[config.mk]
export PLATFORM = sky130hd
export DESIGN_NAME = sbfd_back
export DESIGN_NICKNAME = d
export VERILOG_FILES = /design/src/rtl/core/sbfd_pkg.sv /design/src/rtl/core/sbfd_back.sv
export SDC_FILE = /design/constraint.sdc
export NUM_CORES = 2
export LEC_CHECK = 0
export ABC_AREA = 1
export BUFFER_PORTS_ARGS = -buffer_cell sky130_fd_sc_hd__clkbuf_2
export CORE_UTILIZATION = 55
export DETAILED_ROUTE_END_ITERATION = 8
export GPL_TIMING_DRIVEN = 0
export HOLD_SLACK_MARGIN = 0.1
export PLACE_DENSITY = 0.78
export RECOVER_POWER = 25
export SLEW_MARGIN = 20
export SYNTH_ARGS = -nofsm -noshare
export SYNTH_HDL_FRONTEND = slang
export SYNTH_SLANG_ARGS = --single-unit
export TNS_END_PERCENT = 5
[constraint.sdc]
create_clock -name clk -period 8.3 [get_ports clk]
set_clock_uncertainty 0.1 [all_clocks]
set_input_delay 0 -clock clk [delete_from_list [all_inputs] [get_ports clk]]
set_output_delay 0 -clock clk [all_outputs]
set_load 0.02 [all_outputs]
[src/rtl/core/sbfd_pkg.sv]
// Shared types and constants of the stereo box filter decimator.
`default_nettype none
package sbfd_pkg;

  localparam int unsigned MAX_FRAME_INPUTS = 35112;
  localparam logic [15:0] IN_COUNT_RST     = 16'd35112;
  localparam logic [15:0] OUT_COUNT_RST    = 16'd1024;
  localparam logic [15:0] SCALE_DIVISOR    = 16'd4389;
  // 2^44 / 4389 rounded up: the high bits of acc * SCALE_RECIP give acc / 4389
  // exactly for every 32-bit acc
  localparam logic [31:0] SCALE_RECIP      = 32'd4008244713;
  localparam int unsigned SCALE_SHIFT      = 44;
  localparam logic [36:0] SCALE_ROUND      = 37'd8192;
  localparam int unsigned DIV_STEPS        = 32;
  localparam int unsigned DIV_CNT_W        = $clog2(DIV_STEPS + 1);
  localparam int unsigned JOBQ_DEPTH       = 4;
  localparam int unsigned JOBQ_PTR_W       = $clog2(JOBQ_DEPTH);
  localparam int unsigned JOBQ_CNT_W       = $clog2(JOBQ_DEPTH + 1);
  localparam int unsigned QUOT_W           = 20;   // 2^32 / 4389 fits in 20 bits

  typedef enum logic [0:0] {
    CFG_IN_COUNT  = 1'b0,
    CFG_OUT_COUNT = 1'b1
  } cfg_index_t;

  typedef struct packed {
    logic [15:0] left_level;
    logic [15:0] right_level;
  } in_item_t;

  typedef struct packed {
    logic [15:0] right_sample;
    logic [15:0] left_sample;
    logic        last;
  } out_item_t;

  typedef struct packed {
    logic [15:0] in_count;
    logic [15:0] out_count;
  } cfg_t;

  // One finished accumulation waiting to be scaled.
  typedef struct packed {
    logic [31:0] right_acc;
    logic [31:0] left_acc;
    logic        last;
    logic [15:0] out_count;
  } job_t;

endpackage
`default_nettype wire

[src/rtl/core/sbfd_back.sv]
// Back end: scale each accumulation to a 16-bit sample and hold it for the consumer.
`default_nettype none
module sbfd_back (
  input  wire logic           clk,
  input  wire logic           rst_n,
  input  wire logic           jobq_empty,
  input  wire sbfd_pkg::job_t head_job,
  output logic                jobq_pop,
  output logic                out_empty,
  input  wire logic           out_pop,
  output sbfd_pkg::out_item_t out_data
);
  import sbfd_pkg::*;

  typedef enum logic [1:0] {
    ST_IDLE,
    ST_RECIP,
    ST_MUL,
    ST_HOLD
  } state_t;

  state_t            state_r;
  logic [15:0]       ocnt_r;
  logic              last_r;
  logic [31:0]       racc_r, lacc_r;
  logic [QUOT_W-1:0] rq_r, lq_r;
  logic [63:0]       rrecip, lrecip;
  logic [35:0]       rprod, lprod;
  logic [36:0]       rsum, lsum;
  out_item_t         res_r;

  assign jobq_pop = (state_r == ST_IDLE) && !jobq_empty;

  // divide by 4389 as a multiply by its rounded-up reciprocal
  assign rrecip = {32'h0000_0000, racc_r} * {32'h0000_0000, SCALE_RECIP};
  assign lrecip = {32'h0000_0000, lacc_r} * {32'h0000_0000, SCALE_RECIP};

  assign rprod = {16'h0000, rq_r} * {20'h00000, ocnt_r};
  assign lprod = {16'h0000, lq_r} * {20'h00000, ocnt_r};
  assign rsum  = {1'b0, rprod} + SCALE_ROUND;
  assign lsum  = {1'b0, lprod} + SCALE_ROUND;

  always_ff @(posedge clk) begin
    if (!rst_n) begin
      state_r <= ST_IDLE;
    end else begin
      unique case (state_r)
        ST_IDLE: begin
          if (jobq_pop) begin
            state_r <= ST_RECIP;
          end
        end
        ST_RECIP: begin
          state_r <= ST_MUL;
        end
        ST_MUL: begin
          state_r <= ST_HOLD;
        end
        ST_HOLD: begin
          if (out_pop) begin
            state_r <= ST_IDLE;
          end
        end
        default: state_r <= ST_IDLE;
      endcase
    end
    if (jobq_pop) begin
      racc_r <= head_job.right_acc;
      lacc_r <= head_job.left_acc;
      ocnt_r <= head_job.out_count;
      last_r <= head_job.last;
    end
    if (state_r == ST_RECIP) begin
      rq_r <= rrecip[SCALE_SHIFT +: QUOT_W];
      lq_r <= lrecip[SCALE_SHIFT +: QUOT_W];
    end
    if (state_r == ST_MUL) begin
      res_r.right_sample <= rsum[29:14];
      res_r.left_sample  <= lsum[29:14];
      res_r.last         <= last_r;
    end
  end

  assign out_empty = (state_r != ST_HOLD);
  assign out_data  = res_r;

endmodule
`default_nettype wire

# Yosys cells after proc, flatten, opt, wreduce, memory -nomap -nowiden
# Cells that the tools add are included.
# word_totals
ff_bits,156
input_bits,85
# classes
mux,3
eq_ne,6
n_reduce_logical,4
addsub,2
n_mul,4
# ops
op,count
multiplier 32 x 32 -> 64 bit (second input constant),2
adder 30 x 14 -> 30 bit (second input constant),2
multiplier 20 x 16 -> 30 bit,2
one-hot mux 2 bit (4 select lines),1
!= test 2 bit (second input constant),3
equality test 2 bit (second input constant),2
two-way mux 2 bit,2
equality test 2 x 1 -> 1 bit (second input constant),1
zero test 2 bit,1
AND reduction 2 bit,1
logical AND 1 bit,1
zero test 1 bit,1

# Depth between registers and ports, before layout
# depth
word_depth,4
mapped_depth,31
depth_no_buf,31

# Worst setup path before layout
# Ideal clock, no wire load.
# synth_path
kind,register -> register
startpoint,register lacc_r[13]
endpoint,register lq_r[3] (data pin)
required_ns,7.947
t_arrival_ns,6.058
period_less_slack_ns,6.410
setup_ns,0.253
stages_incl_launch_ff,28
slack_ns,1.890
cell_sequence,edfxtp_1 > fa_1 > inv_1 > fa_1 > inv_1 > fa_1 > inv_1 > fa_1 > inv_1 > fa_1 > inv_1 > fa_1 > inv_1 > fa_1 > inv_1 > fa_1 > inv_1 > ha_1 > nand2_1 > nand2_1 > a21oi_1 > inv_1 > nor2_1 > nor2_1 > o21ai_0 > nand3_1 > nand2_1 > nand2_1
# synth_between
elab_chain_cells,1
# synth_lines
element,line,rtl
from (decl),sbfd_back.sv:25,"logic [31:0] racc_r, lacc_r;"
from (signal assigned),sbfd_back.sv:69,lacc_r <= head_job.left_acc;
multiplier 32 x 32 -> 64 bit,sbfd_back.sv:36,"assign lrecip = {32'h0000_0000, lacc_r} * {32'h0000_0000, SCALE_RECIP};"
via lrecip[47],sbfd_back.sv:27,"logic [63:0] rrecip, lrecip;"
to (signal assigned),sbfd_back.sv:75,lq_r <= lrecip[SCALE_SHIFT +: QUOT_W];
to (decl),sbfd_back.sv:26,"logic [QUOT_W-1:0] rq_r, lq_r;"
# The timed path passes the listed nets, and every way through them passes these cells.
# A chain may end at the register's enable or synchronous reset.

# Final worst setup path
# layout_path
startpoint,register racc_r[18]
endpoint,register rq_r[19] (data pin)
# layout_between
elab_chain_cells,1
# layout_lines
element,line,rtl
from (decl),sbfd_back.sv:25,
from (signal assigned),sbfd_back.sv:68,racc_r <= head_job.right_acc;
multiplier 32 x 32 -> 64 bit,sbfd_back.sv:35,"assign rrecip = {32'h0000_0000, racc_r} * {32'h0000_0000, SCALE_RECIP};"
via rrecip[63],sbfd_back.sv:27,
to (signal assigned),sbfd_back.sv:74,rq_r <= rrecip[SCALE_SHIFT +: QUOT_W];
to (decl),sbfd_back.sv:26,
# The timed path passes the listed nets, and every way through them passes these cells.

==> summary.md <==
| Metric | Value |
|---|---|
| Avg Cell Area, Syn | between 8 and 9 sq um |
| Worst r2r src | racc_r[18]$_DFFE_PP_ |
| Final Cycle Share | roughly 90% |
| Antenna-violating nets left | 0 |
| # fillers | between 10000 and 15000 |
| Actual slew at the worst max-slew pin | approximately 1.1 ns |
| Clock root buffer | clkbuf_16 |
| Via density | between 5 and 6 |
| Post-synth top cells | inv_1, nand2_1, fa_1 |
| Critical path, cell by cell | inv_1, fa_1, inv_1, fa_1, fa_1, inv_1, fa_1, inv_1, fa_1, fa_1, fa_1, inv_1, fa_1, inv_1, ha_1, nand2_1, nor2_1, inv_1, o21ai_0, a21oi_1, nand2_1, nand2_1, nand3_1, nand2_1 |
| Vias | approximately 51000 |
| Synth async-reset ratio | 0% |
| CTS tree | done |
| Critical path class | register to register |
| CTS sink count | approximately 160 |
| Hold_sp | head_job[13] |
| CTS resizes | 0 |
| Post-DP HPWL | 172000 um |
| Design area | between 70000 and 80000 sq um |
| Bufs on Longest Clock Path | 2 |
| Cts bufs inserted | 17 |
| Worst path arrival time | 7.80 ns |
| GRT Overall Usage | 33.6% |
| Main synth FF type | edfxtp_1 |
| Setup TNS | 0 ns |
| Slew Limit Fails | 0 |
| TritonRoute pass-1 iters | 6 |
| # rows | around 130 |
| Worst Path Required | about 8.5 ns |
| DRC errors left | 0 |
| Initial Util | 55.5% |
| Pin count of the biggest net entering global routing | 35 |
| Die area | ~120000 sq um |
| GPL Wtd Cong | between 1 and 1.5 |
| Initial DRC Count | between 3000 and 4000 |
| Crit path time final | between 7 and 8 ns |
| Worst path most repeated cell | fa_1 |
| Global-route wire length before repair | between 300000 and 400000 um |
| CP Max Fanout | 8 |
| Final setup fails | 0 |
| Ports | 120 |
| Placed cell area | a little under 70000 sq um |
| Synthesis Warnings | 0 |
| Synth Instances | about 7800 |
| DR WL/cell | between 20 and 25 um |
| Library cells used by synthesis | 45 |
| Syn Nets | approximately 10000 |
| Final Hold Vio Count | 0 |
| Main area contributors after synthesis | fa_1, ha_1, inv_1 |
| # diodes | 0 |
| Share of cells above drive strength 1 | about 2.4% |
| Vias in the first global route | ~55000 |
| IO Port Bufs | roughly 120 |
| Synth top area share | 44.2% |
| Core box area | roughly 120000 sq um |
| Clock insertion delay at the later pin of the skew report | 0.59 ns |
| Layout area overhead | 7.50% |
| Htree depth | 4 |
| Worst setup SP type | register |
| FMAX | approximately 130 MHz |
| Final nets | between 10000 and 15000 |
| Clk pin slew, worst setup/hold paths | ~0.10 ns |
| Max_slew headroom | 26.6% |
| Register area share after synthesis | 7.01% |
| Die span in x | 350 um |
| Most frequent cell after synthesis | inv_1 |
| CP peak stage delay | about 0.86 ns |
| Min-delay worst type | primary input to register |
| RSZ-0062 raised after global routing | no |
| Die Y | about 350 um |
| Synth area leader | fa_1 |
| Outcome | completed |
| Mapped Area | ~67000 sq um |
| Grt total ovfl | 0 |
| CP max stage cell | edfxtp_1 |
| Max cap viols | 0 |
| Flop and latch count out of synthesis | approximately 160 |
| Worst Setup End Kind | register |
| Post-synth EDFFs | 154 |
| Final core area utilization | between 50% and 60% |
| Post-Route WL | a little under 200000 um |
| Crit path launch | racc_r[18]$_DFFE_PP_ |
| Initial antenna violation count | 1 |
routing by layer:
| metal | vias to the layer above | GRT usage [%] | share of wire (%) |
|---|---|---|---|
| li1 | 23121 | - | - |
| met1 | 25129 | 41.8 | 39 |
| met2 | 1968 | 57.2 | 48 |
| met3 | 440 | 6.18 | 7.6 |
| met4 | 0 | 14.7 | 5.0 |
| met5 | - | 0 | 0 |
worst max-delay path, delay by kind of cell, from the launching register on:
family | cells | cell delay [ns]
adder cells (fa/ha/maj) | 9 | 4.31
AND/OR/NAND/NOR | 6 | 0.79
buffers and inverters | 7 | 0.66
AO/OA/AOI/OAI | 2 | 0.57
flip-flops | 1 | 0.86
per-stage QoR:
step | setup WS [ns] | instances | hold WS, ns
final | 0.724 | 9743 | 0.279
after global routing | 0.463 | 9743 | 0.254
after CTS | 0.768 | 9743 | 0.129
after detailed placement | 0.759 | 9545 | 0.0786
after global placement | 0.168 | 9540 | 0.0763
after floorplan | 1.89 | 7809 | -0.00113
what timing repair did:
item,CTS,global route
setup endpoints to repair,0,0
hold endpoints to repair,133,0
hold buffers,166,0
buffers inserted,0,0
cell usage in the layout (no fill, tap or decap), types with 125 or more instances in the layout:
cell type      netlist  routed
inv_1             2631    2631
edfxtp_1           154     154
nand3_1            148     148
clkbuf_1           117     125
nor2_1             318     317
a21oi_1            188     188
dlygate4sd3_1        0     166
nand2_1           1512    1512
fa_1              1470    1470
ha_1               895     893
worst paths after layout:
kind	endpoint	slack, ns	depth (start not counted)
setup / recovery	rq_r[19]$_DFFE_PN_	0.72	24
hold / removal	ocnt_r[13]$_DFFE_PP_	0.28	2
setup reg to reg	rq_r[19]$_DFFE_PN_	0.72	24
hold reg to reg	out_data[0]$_DFFE_PP_	0.34	0
final cells by class:
type | instances | area [sq um] | share of cell area (%)
well taps | 1612 | 2020 | 2.82
multi-input cells | 4893 | 51500 | 72.0
repair buffers | 290 | 2360 | 3.30
inverters | 2632 | 9880 | 13.8
clock buffers | 17 | 425 | 0.595
plain buffers | 128 | 493 | 0.689
clock inverters | 15 | 168 | 0.234
flip-flops and latches | 156 | 4660 | 6.52
flip-flops by register name, summed over array words and instances, names as in the netlist:
register  flops
lq_r         20
state_r       2
last_r        1
racc_r       32
ocnt_r       16
rq_r         20
lacc_r       32
out_data     33
logic make-up (layout without fill, tap and decap cells):
logic type               Yosys count  after routing  synth area share [%]
XOR/XNOR                          58             58                 0.763
buffers and inverters           2760           3082                  15.6
AO/OA/AOI/OAI                    361            361                  2.97
adder cells (fa/ha/maj)         2365           2365                  61.0
flip-flops                       156            156                  7.01
AND/OR/NAND/NOR                 2109           2109                  12.6
Power is left out: the tool's default activity adds up to more than one toggle a clock period on the data nets, which glitch-free logic cannot reach.
