## config.mk

```make
export PLATFORM = sky130hd
export DESIGN_NAME = sbfd_jobq
export DESIGN_NICKNAME = d
export VERILOG_FILES = /design/src/rtl/core/sbfd_pkg.sv /design/src/rtl/core/sbfd_jobq.sv
export SDC_FILE = /design/constraint.sdc
export NUM_CORES = 1
export LEC_CHECK = 0
export BUFFER_PORTS_ARGS = -buffer_cell sky130_fd_sc_hd__buf_2
export CAP_MARGIN = 20
export CORE_ASPECT_RATIO = 1.2
export CORE_MARGIN = 2
export CORE_UTILIZATION = 40
export DETAILED_ROUTE_END_ITERATION = 8
export PLACE_DENSITY_LB_ADDON = 0.25
export SYNTH_ARGS = -nofsm -noshare
export SYNTH_HDL_FRONTEND = slang
export SYNTH_SLANG_ARGS = --single-unit
export TNS_END_PERCENT = 50
```

## constraint.sdc

```tcl
create_clock -name clk -period 3.4 [get_ports clk]
set_clock_uncertainty 0.15 [all_clocks]
set_input_delay 0.17 -clock clk [delete_from_list [all_inputs] [get_ports clk]]
set_output_delay 0.17 -clock clk [all_outputs]
set_load 0.005 [all_outputs]
```

## src/rtl/core/sbfd_pkg.sv

```systemverilog
// Shared types and constants of the stereo box filter decimator.
`default_nettype none
package sbfd_pkg;

  localparam int unsigned MAX_FRAME_INPUTS = 35112;
  localparam logic [15:0] IN_COUNT_RST     = 16'd35112;
  localparam logic [15:0] OUT_COUNT_RST    = 16'd1024;
  localparam logic [15:0] SCALE_DIVISOR    = 16'd4389;
  // 2^44 / 4389 rounded up: the high bits of acc * SCALE_RECIP give acc / 4389
  // exactly for every 32-bit acc
  localparam logic [31:0] SCALE_RECIP      = 32'd4008244713;
  localparam int unsigned SCALE_SHIFT      = 44;
  localparam logic [36:0] SCALE_ROUND      = 37'd8192;
  localparam int unsigned DIV_STEPS        = 32;
  localparam int unsigned DIV_CNT_W        = $clog2(DIV_STEPS + 1);
  localparam int unsigned JOBQ_DEPTH       = 4;
  localparam int unsigned JOBQ_PTR_W       = $clog2(JOBQ_DEPTH);
  localparam int unsigned JOBQ_CNT_W       = $clog2(JOBQ_DEPTH + 1);
  localparam int unsigned QUOT_W           = 20;   // 2^32 / 4389 fits in 20 bits

  typedef enum logic [0:0] {
    CFG_IN_COUNT  = 1'b0,
    CFG_OUT_COUNT = 1'b1
  } cfg_index_t;

  typedef struct packed {
    logic [15:0] left_level;
    logic [15:0] right_level;
  } in_item_t;

  typedef struct packed {
    logic [15:0] right_sample;
    logic [15:0] left_sample;
    logic        last;
  } out_item_t;

  typedef struct packed {
    logic [15:0] in_count;
    logic [15:0] out_count;
  } cfg_t;

  // One finished accumulation waiting to be scaled.
  typedef struct packed {
    logic [31:0] right_acc;
    logic [31:0] left_acc;
    logic        last;
    logic [15:0] out_count;
  } job_t;

endpackage
`default_nettype wire

```

## src/rtl/core/sbfd_jobq.sv

```systemverilog
// Short queue of accumulated outputs between the front and the back.
`default_nettype none
module sbfd_jobq (
  input  wire logic          clk,
  input  wire logic          rst_n,
  input  wire logic          push,
  input  wire sbfd_pkg::job_t push_job,
  input  wire logic          pop,
  output sbfd_pkg::job_t     head_job,
  output logic               full,
  output logic               empty
);
  import sbfd_pkg::*;

  job_t                  mem_r [JOBQ_DEPTH];
  logic [JOBQ_PTR_W-1:0] wr_r, wr_nxt;
  logic [JOBQ_PTR_W-1:0] rd_r, rd_nxt;
  logic [JOBQ_CNT_W-1:0] cnt_r, cnt_nxt;
  logic                  do_push, do_pop;

  assign full    = (cnt_r == JOBQ_CNT_W'(JOBQ_DEPTH));
  assign empty   = (cnt_r == '0);
  assign do_push = push && !full;
  assign do_pop  = pop && !empty;

  always_comb begin
    wr_nxt  = do_push ? JOBQ_PTR_W'(wr_r + 1'b1) : wr_r;
    rd_nxt  = do_pop  ? JOBQ_PTR_W'(rd_r + 1'b1) : rd_r;
    cnt_nxt = cnt_r;
    unique case ({do_push, do_pop})
      2'b10:   cnt_nxt = cnt_r + JOBQ_CNT_W'(1);
      2'b01:   cnt_nxt = cnt_r - JOBQ_CNT_W'(1);
      default: cnt_nxt = cnt_r;
    endcase
  end

  always_ff @(posedge clk) begin
    if (!rst_n) begin
      wr_r  <= '0;
      rd_r  <= '0;
      cnt_r <= '0;
    end else begin
      wr_r  <= wr_nxt;
      rd_r  <= rd_nxt;
      cnt_r <= cnt_nxt;
    end
    if (do_push) begin
      mem_r[wr_r] <= push_job;
    end
  end

  assign head_job = mem_r[rd_r];

endmodule
`default_nettype wire

```

After elaboration in Yosys (flattened, before gate mapping)

Memory sizes are Yosys's and may differ from the RTL's. A register that Yosys moved wholly into a read port is not among the register bits.
Cells that the tools add are included.

Bitwise operators: 0
Multiplexer cells: 5
Equal/unequal tests: 3
Div/mod/pow operators: 0
Shift-type cells: 0
Reductions and logical operators: 6
Add/subtract/negate cells: 4
$lt $le $gt $ge: 0
$mul: 0

Operators with widths:

| kind                                                 | count |
|---|---|
| case mux 3 bit (2 select lines)                      | 1 |
| adder 2 x 1 -> 2 bit (second input constant)         | 2 |
| two-way mux 2 bit                                    | 2 |
| adder 3 x 1 -> 3 bit (second input constant)         | 1 |
| equality test 3 bit (second input constant)          | 1 |
| zero test 3 bit                                      | 1 |
| subtractor 3 x 1 -> 3 bit (second input constant)    | 1 |
| equality test 2 x 1 -> 1 bit (second input constant) | 1 |
| equality test 2 bit (second input constant)          | 1 |
| logical AND 1 bit                                    | 2 |
| zero test 1 bit                                      | 2 |
| two-way mux 1 bit                                    | 2 |
| nonzero test 2 bit                                   | 1 |

Memories kept: 1
RAM bits: 324
ROM bits: 0
Register bits: 7
Latch bits: 0
Word-level logic and storage cells: 22
Input port bits: 85

Memory list:

| name  | depth | bits a word | read ports | clocked after memory_dff | wr ports | RTL line        | source |
|---|---|---|---|---|---|---|---|
| mem_r | 4     | 81          | 1          | 1                        | 1        | sbfd_jobq.sv:15 | `job_t mem_r [JOBQ_DEPTH];` |

Logic depth before layout (Yosys ltp)

Gate-level depths: netlist of run 1.

Depth in word-level cells: 5
Depth in mapped cells: 10

Worst setup path after synthesis of run 1

No wires, ideal clock.

Path kind: flip-flop to flip-flop
Start point: register cnt_r[2]
End point: memory mem_r[0][0] in the netlist's numbering, enable pin
Buffers on the path: 1
Stages on the path, launching flop included: 5
Setup time: 0.448 ns
Setup slack: 0.163 ns
Arrival: 2.639 ns
Path through: dfxtp_1 nor3b_2 nor2b_1 buf_2 and2_1

Cells in the longest elaborated chain, start to end: 5

RTL lines:

| item                                    | RTL line        | source |
|---|---|---|
| start, declared                         | sbfd_jobq.sv:18 | `logic [JOBQ_CNT_W-1:0] cnt_r, cnt_nxt;` |
| start signal, assigned                  | sbfd_jobq.sv:45 | `cnt_r <= cnt_nxt;` |
| equality test 3 bit                     | sbfd_jobq.sv:21 | `assign full = (cnt_r == JOBQ_CNT_W'(JOBQ_DEPTH));` |
| named net full                          | sbfd_jobq.sv:10 | `output logic full,` |
| zero test 1 bit                         | sbfd_jobq.sv:23 | `assign do_push = push && !full;` |
| logical AND 1 bit                       | sbfd_jobq.sv:23 |  |
| two-way mux 1 bit                       | sbfd_jobq.sv:47 | `if (do_push) begin` |
| two-way mux 1 bit (implied by the code) | sbfd_jobq.sv:48 | `mem_r[wr_r] <= push_job;` |
| end, declared                           | sbfd_jobq.sv:15 |  |

The timed path passes the listed nets, and every way through them passes these cells.

==> results of run 1 <==
cell usage after synthesis:
library cell  count
edfxtp_1        324
mux4_2           81
buf_2             9
dfxtp_1           9
buf_12            8
nand2_1           7
and2_1            6
inv_1             6
ha_1              5
o21ai_0           5
a21boi_0          2
mux2i_1           2
nor2b_1           2
or3_1             2
buf_6             1
clkbuf_1          1
clkbuf_2          1
fa_1              1
nor3_2            1
nor3b_2           1
or4bb_1           1
xnor2_1           1
xor2_1            1
per-stage QoR:
stage | hold slack [ns] | cell area, um2 | instances
global placement | 0.231 | 13600 | 1033
finish | 0.242 | 15600 | 1183
global route | 0.245 | 15600 | 1183
CTS | 0.216 | 15600 | 1182
detailed placement | 0.238 | 13600 | 1033
floorplan | 0.119 | 12300 | 477
sequential cells by signal (all words and copies together) (netlist names), named ones only:
name,cells
cnt_r,3
mem_r,324
rd_r,2
wr_r,2
layout make-up:
cell class              count  area [um2]  share of cell area
inverters                   6        22.5             0.00144
multi-input cells         118        2120               0.136
well taps                 396         495              0.0318
diodes                      1        2.50            0.000160
repair buffers            265        1860               0.119
flip-flops and latches    333        9920               0.636
clock inverters            26         272              0.0174
clock buffers              38         908              0.0583
routing by layer:
layer  GRT usage  part of all wire
met1       0.192              0.41
met5           0                 0
met3      0.0336             0.055
met4      0.0523             0.024
met2       0.265              0.51
worst paths after layout:
check | endpoint | cells after the start
max reg2reg | mem_r[3][48]$_DFFE_PP_ | 4
max | head_job[21] | 3
min reg2reg | flip-flop | 2
min | mem_r[1][3]$_DFFE_PP_ | 2
report_power, final:
part           leakage, nW  total [mW]  switching [mW]  internal (mW)
combinational         1.66        2.13           0.999           1.13
sequential            3.05        5.13           0.186           4.94
clock                0.575        3.84            1.52           2.32
cell families (layout without fill, tap and decap cells):
logic type | after synthesis | after routing | share of synthesized area
multiplexers | 83 | 83 | 0.150
XOR/XNOR | 2 | 2 | 0.00143
buffers and inverters | 26 | 335 | 0.0202
flip-flops | 333 | 333 | 0.808
AND/OR/NAND/NOR | 20 | 20 | 0.0100
AO/OA/AOI/OAI | 7 | 7 | 0.00326
adder cells (fa/ha/maj) | 6 | 6 | 0.00673
other | 0 | 1 | 0
critical path: stages (launching register included):
cell and delay (ns):
dfxtp_4 0.64, buf_12 0.42, mux4_2 0.61, buf_2 0.15
==> results.txt, run 1 <==
The endpoint required time on the critical path is 3.08 ns. The data arrival time of the worst path came out at 2.35 ns. The overall power after layout came out at 11.1 mW. In this run the most critical hold path is launched from push_job[3]. The port buffer count is 167. The run finished with clean final reports. The sum of net half-perimeters after detailed placement is 14600 um.

Of all cell types, the one taking the most synthesized area is edfxtp_1. Counting every instance in the synthesized netlist gives 477. The first-pass GRT wire length came out at 36800 um. STA classifies the critical path startpoint as a flip-flop.

The headroom to the max-slew limit is 0.606. The fraction of layout cells with a size suffix above 1 came out at 0.410. The clock tree synthesis step divided the H-tree into 2 levels. The maximum number of pins on one net before global-route repair came out at 48. The count of buffers added by post-CTS timing repair for setup came out at 0. The final setup TNS is 0 ns. The number of global-route vias before repair is 6432.

Setup repair after global routing left no endpoint under its margin. The worst setup path is captured at an output pin. The tool flagged a number of max-cap violations equal to 0.

The remaining design rule violation count is 0. A synthesized cell averages 25.7 um2. The floorplan step set the die height to 196 um. The weighted congestion at the end of routability-driven global placement came out at 0.733. After synthesis the netlist holds a flip-flop and latch count of 333. Leaving out fill and tap cells, the most frequent cells in the layout are 324 x edfxtp_1, 167 x buf_2, 85 x dlygate4sd3_1. The layout overhead on the synthesized area is 27.1%. The setup path with the least slack is of type flip-flop to output pin. The share of the core filled with cells in the final layout is 0.515.

The maximum clock rate is 375 MHz. The share of synthesized area in the top cell type comes to 0.793. The post-route worst setup slack is 0.730 ns. The setup-violating endpoint count in the final report is 0. The total power divided by cell area is 712 nW/um2.

The type of the tightest min-delay check is input port to flip-flop. The global route total overflow is 0. The number of nets produced by synthesis came out at 568. Sorting the synthesized cells by area gives the leading types as edfxtp_1 79%, mux4_2 15%, dfxtp_1 1.5%, buf_12 1.3%, ha_1 0.51%.

Once detail routing completed, the nets flagged for antenna violations numbered 0. The minimum clock period came out at 2.67 ns. Of the synthesized area, sequential elements account for 0.808. The detailed-routing iteration count for the pre-antenna-repair pass came out at 4.

Leaving out fill and tap cells, the most frequent cell in the layout is edfxtp_1. The post-detailed-route via-to-cell ratio is 4.92. The area inside the core boundary is 30300 um2.

The share of the clock period used by the worst path after layout is 0.785. The netlist area before placement is 12300 um2. The average wire per standard cell is 20.3 um. The leakage power figure came out at 5.28 nW.

The die boundary width came out at 164 um. The final-stage net count came out at 850. The worst register-to-register path has a setup slack of 1.03 ns. The final-report hold violation count is 0.

The final layout contains routed wiring with a total length of 24000 um. The Yosys step of the flow raised 0 warnings. At the pin with the least slew margin, the transition time is 0.591 ns. The floorplan has 70 rows.

The clock latency of the later-clocked register in the worst-skew pair is 0.53 ns. Timing analysis after detailed placement gives a worst setup slack of 0.966 ns. The count of different cell masters after synthesis is 23.

The total clock buffers created by CTS is 35. No sink is reached through more buffers than the 3 on the longest clock path. The overall routing resource usage is 0.154. The die outline area came out at 32100 um2. The number of antenna violations at the first check in global routing came out at 1.

Pin placement for this block handled 168 I/O pins. TritonCTS built the clock tree. The DRC violation total after the first TritonRoute iteration came out at 381.

The clock-pin slew on the worst setup and hold paths is 0.06 ns. The highest ir drop seen on vdd is 0.444 mV. The number of clock sinks seen by CTS came out at 333. Of all nets on the critical path, the largest fanout is 47. The worst register-to-register path begins at cnt_r[2]$_SDFFE_PN0P_. The vias after detailed routing is 5823.

The number of gates resized after CTS was 0. CTS placed an instance of clkbuf_16 at the clock tree root. The fill cell instance count of the final layout came out at 2486.

The effective utilization at floorplan came out at 0.405. The final-report max-slew violation count is 0. The number of hold buffers added after cts came out at 85.
(Power assumes the default switching activity.)
==> inputs of run 2 (changes only) <==
--- a/config.mk
+++ b/config.mk
@@ -5,6 +5,7 @@
 export SDC_FILE = /design/constraint.sdc
 export NUM_CORES = 1
 export LEC_CHECK = 0
+export ABC_AREA = 1
 export BUFFER_PORTS_ARGS = -buffer_cell sky130_fd_sc_hd__buf_2
 export CAP_MARGIN = 20
 export CORE_ASPECT_RATIO = 1.2
==> constraint.sdc (replaced) <==
create_clock -name clk -period 2.4 [get_ports clk]
set_clock_uncertainty 0.15 [all_clocks]
set_input_delay 0.12 -clock clk [delete_from_list [all_inputs] [get_ports clk]]
set_output_delay 0.12 -clock clk [all_outputs]
set_load 0.005 [all_outputs]
==> run 2 against run 1 <==
Net effect: die area up 2.4%; hold slack worse by 0.031 ns; total power up 39%; final area up 0.95%; critical path type unchanged; critical endpoint is now head_job[70]; largest power group unchanged.
==> results.txt, run 2 <==
By instance count, the leading cell after synthesis is edfxtp_1. Summed over all instances, the cell type with the most area after synthesis is edfxtp_1. The setup-violating endpoint count in the final report is 0 (unchanged).

The area inside the core boundary came to 31200 um2 (+2.9%). The maximum number of pins on one net before global-route repair is 91 (+90%). TritonCTS built the clock tree. The effective utilization at floorplan was 0.403 (-0.00163).

The number of nets produced by synthesis came out at 944 (+66%). The transition time of the tightest slew-check pin came out at 0.618 ns (+0.0269 ns). The first-pass GRT wire length was 41800 um (+14%). The worst path in the final design needs a cycle of 2.25 ns, including I/O delays and setup. The average cell area after synthesis came out at 14.7 um2 (-43%). The critical path is of the flip-flop to output pin type. The clock root buffer master is clkbuf_16. The gate count of the mapped netlist is 853 (+79%).

The highest ir drop seen on vdd came out at 0.461 mV (+3.7%). The die boundary width came out at 166 um (+1.2%). The number of antenna violations at the first check in global routing was 0 (-1). Setup repair after global routing left no endpoint under its margin.

The weighted congestion at the end of routability-driven global placement is 0.756 (+3.2%). The average wire per standard cell was 17.7 um (-13%). In the layout the commonest cells are 324 x edfxtp_1, 167 x buf_2, 148 x nor2_1.

Of the available clock period, the critical path in the final layout requires 0.939. The overall power after layout is 15.4 mW (+39%). The largest registers in the layout are mem_r (324), cnt_r (3). The switching power as a share of total power came to 0.279 (+0.0356). The final-stage net count is 1195 (+41%). The final antenna-violating net count was 0 (unchanged).

Leaving out fill and tap cells, the most frequent cell in the layout is edfxtp_1. The fraction of layout cells with a size suffix above 1 came to 0.229 (-0.181). Yosys attributes the largest share of cell area to edfxtp_1 77%, o21ai_0 5.7%, nor2_1 4.5%, o22ai_1 4.0%, dfxtp_1 1.4%. The overall routing resource usage came to 0.162 (+0.00845). The die outline area came out at 32900 um2 (+2.4%). The netlist area before placement was 12600 um2 (+2.5%). The top fanout value on the critical path came out at 32 (-32%). The endpoint required time on the critical path is 2.13 ns (-0.95 ns). The most used flip-flop cell after synthesis is edfxtp_1. The register name with the most flops is mem_r. The vias after detailed routing is 7753 (+33%).

The type of the tightest min-delay check is input port to flip-flop. The commonest cells after synthesis are 324 x edfxtp_1, 152 x nor2_1, 144 x o21ai_0. The clock-pin slew on the worst setup and hold paths came out at 0.06 ns (about the same). The count of different cell masters after synthesis is 21 (-8.7%). The number of warnings reported in the yosys synthesis log came out at 0 (unchanged). The sum of net half-perimeters after detailed placement is 14700 um (+1.0%).

The top cell type's share of synthesized area came out at 0.774 (-0.0192). The vertical die dimension was 198 um (+1.2%). The layout overhead on the synthesized area came out at 25.3%.

The remaining design rule violation count is 0 (unchanged). The detailed-routing iteration count for the pre-antenna-repair pass came out at 5 (+1). The maximum clock rate came out at 444 MHz. The count of non-filler cells in the finished layout came out at 1530 (+29%). The number of flip-flops under the largest register name was 324 (unchanged). The number of clock sinks seen by CTS came out at 333 (unchanged).

The sequential fraction of the synthesis area was 0.788 (-0.0195). The floorplan row count came to 71 (+1.4%). The leakage power figure came out at 5.53 nW (+4.8%). The final-report hold violation count came out at 0 (unchanged).

The clock latency of the later-clocked register in the worst-skew pair came to 0.50 ns (-0.03 ns). The total clock buffers created by CTS was 34 (-2.9%). The final wirelength is 27000 um (+13%).

The total power divided by cell area came to 977 nW/um2 (+37%). The global route total overflow came out at 0 (unchanged). The data arrival time of the worst path came out at 1.98 ns (-0.37 ns). The number of H-tree levels is 2 (unchanged).

The relative contribution of the clock network to total power is 0.320 (-0.026). The sequential power share came out at 0.458 (-0.004). The port buffer count is 167 (unchanged). The number of placed cells counting well taps is 1385 (+34%). The register bit count reported by yosys is 333 (unchanged). The DRC violation total after the first TritonRoute iteration came out at 535 (+40%). The largest buffer count on any clock path is 3 (unchanged).

The power spent charging and discharging nets came out at 4.29 mW (+59%). The fraction of power consumed by combinational cells is 0.221 (+0.029). The headroom to the max-slew limit is 0.588 (-0.0180). The internal power consumption came out at 11.1 mW (+32%).

The element type at the critical path end is an output pin. The final setup TNS came out at 0 ns (unchanged). The max capacitance violation total came out at 0 (unchanged). The number of enable flip-flop cells after synthesis was 324 (unchanged). The number of global-route vias before repair was 7668 (+19%). The worst setup path is launched from a flip-flop.

The share of the core filled with cells in the final layout is 0.505 (-0.00970). The flow ran to the end, and the final reports show no timing, DRC or antenna violations. The number of top-level pins is 168 (unchanged). The final-report max-slew violation count came to 0 (unchanged).

The post-detailed-route via-to-cell ratio is 5.07 (+2.9%). The share of async-settable or async-resettable flops after synthesis is 0 (unchanged).
[run 2: changes by cell type after synthesis, sizes merged, moves of 5 or more]
cell | previous run | this run
nand3 | 0 | 5
o21ai | 5 | 164
and2 | 6 | 0
o22ai | 0 | 81
buf | 18 | 24
nand2 | 7 | 15
clkbuf | 2 | 28
a21oi | 0 | 5
nor2 | 0 | 172
mux4 | 81 | 0
inv | 6 | 19
[run 2: metrics by stage]
stage	setup WS, ns	area (um2)	hold slack, ns
5_1_grt	0.0102	15700	0.222
2_1_floorplan	0.0163	12600	0.0689
3_3_place_gp	0.428	13800	0.184
6_report	0.146	15700	0.211
3_5_place_dp	0.388	13800	0.185
4_1_cts	0.00964	15700	0.196
[run 2: worst paths after layout]
check                                           start                     to  slack, ns  depth (start not counted)
worst max register to register  cnt_r[1]$_SDFFE_PN0P_  cnt_r[2]$_SDFFE_PN0P_       0.38                         12
worst max-delay path                        flip-flop           head_job[70]       0.15                          4
worst min register to register   wr_r[1]$_SDFFE_PN0P_   wr_r[1]$_SDFFE_PN0P_       0.36                          2
worst min-delay path                      push_job[9]  mem_r[2][9]$_DFFE_PP_       0.21                          2
[run 2: cell families (layout without fill, tap and decap cells)]
group / Yosys count / in the layout / synth area share
adder cells (fa/ha/maj): 6 / 6 / 0.00657
AO/OA/AOI/OAI: 250 / 250 / 0.108
other: 0 / 1 / 0
AND/OR/NAND/NOR: 192 / 192 / 0.0618
flip-flops: 333 / 333 / 0.788
buffers and inverters: 72 / 347 / 0.0355
[run 2: final cells by class]
| cell class | count | area (um2) |
|---|---|---|
| clock inverter | 16 | 97.6 |
| inverter | 20 | 90.1 |
| tap | 401 | 502 |
| multi-input combinational | 448 | 2250 |
| sequential | 333 | 9920 |
| timing repair buffer | 267 | 1930 |
| fill | 2668 | 15400 |
| clock buffer | 44 | 952 |
| antenna | 1 | 2.50 |
[run 2: layer usage]
layer  global-route usage  share of wire  vias to the layer above
met2                0.274           0.49                      173
met5                    0              0                        -
met1                0.210           0.44                     3828
li1                     -              -                     3706
met3               0.0356          0.048                       46
met4               0.0493          0.021                        0
[run 2: what timing repair did]
action,4_1_cts,5_1_grt
endpoints found under the setup margin,0,7
buffers inserted,0,0
endpoints found under the hold margin,333,0
hold buffers,84,0
gates resized for setup,0,3
[run 2: power groups by stage]
stage | registers (mW) | clock network (mW) | logic (mW)
2_1_floorplan | 7.12 | 0 | 2.02
3_3_place_gp | 7.16 | 0 | 3.31
3_5_place_dp | 7.17 | 0 | 3.36
4_1_cts | 7.05 | 5.04 | 3.47
5_1_grt | 7.09 | 5.26 | 3.83
6_report | 7.05 | 4.93 | 3.40
[run 2: critical path: stages, from the launching register on]
cell     delay, ns
dfxtp_4       0.54
buf_6         0.31
o21ai_0       0.13
o22ai_1       0.31
buf_2         0.18
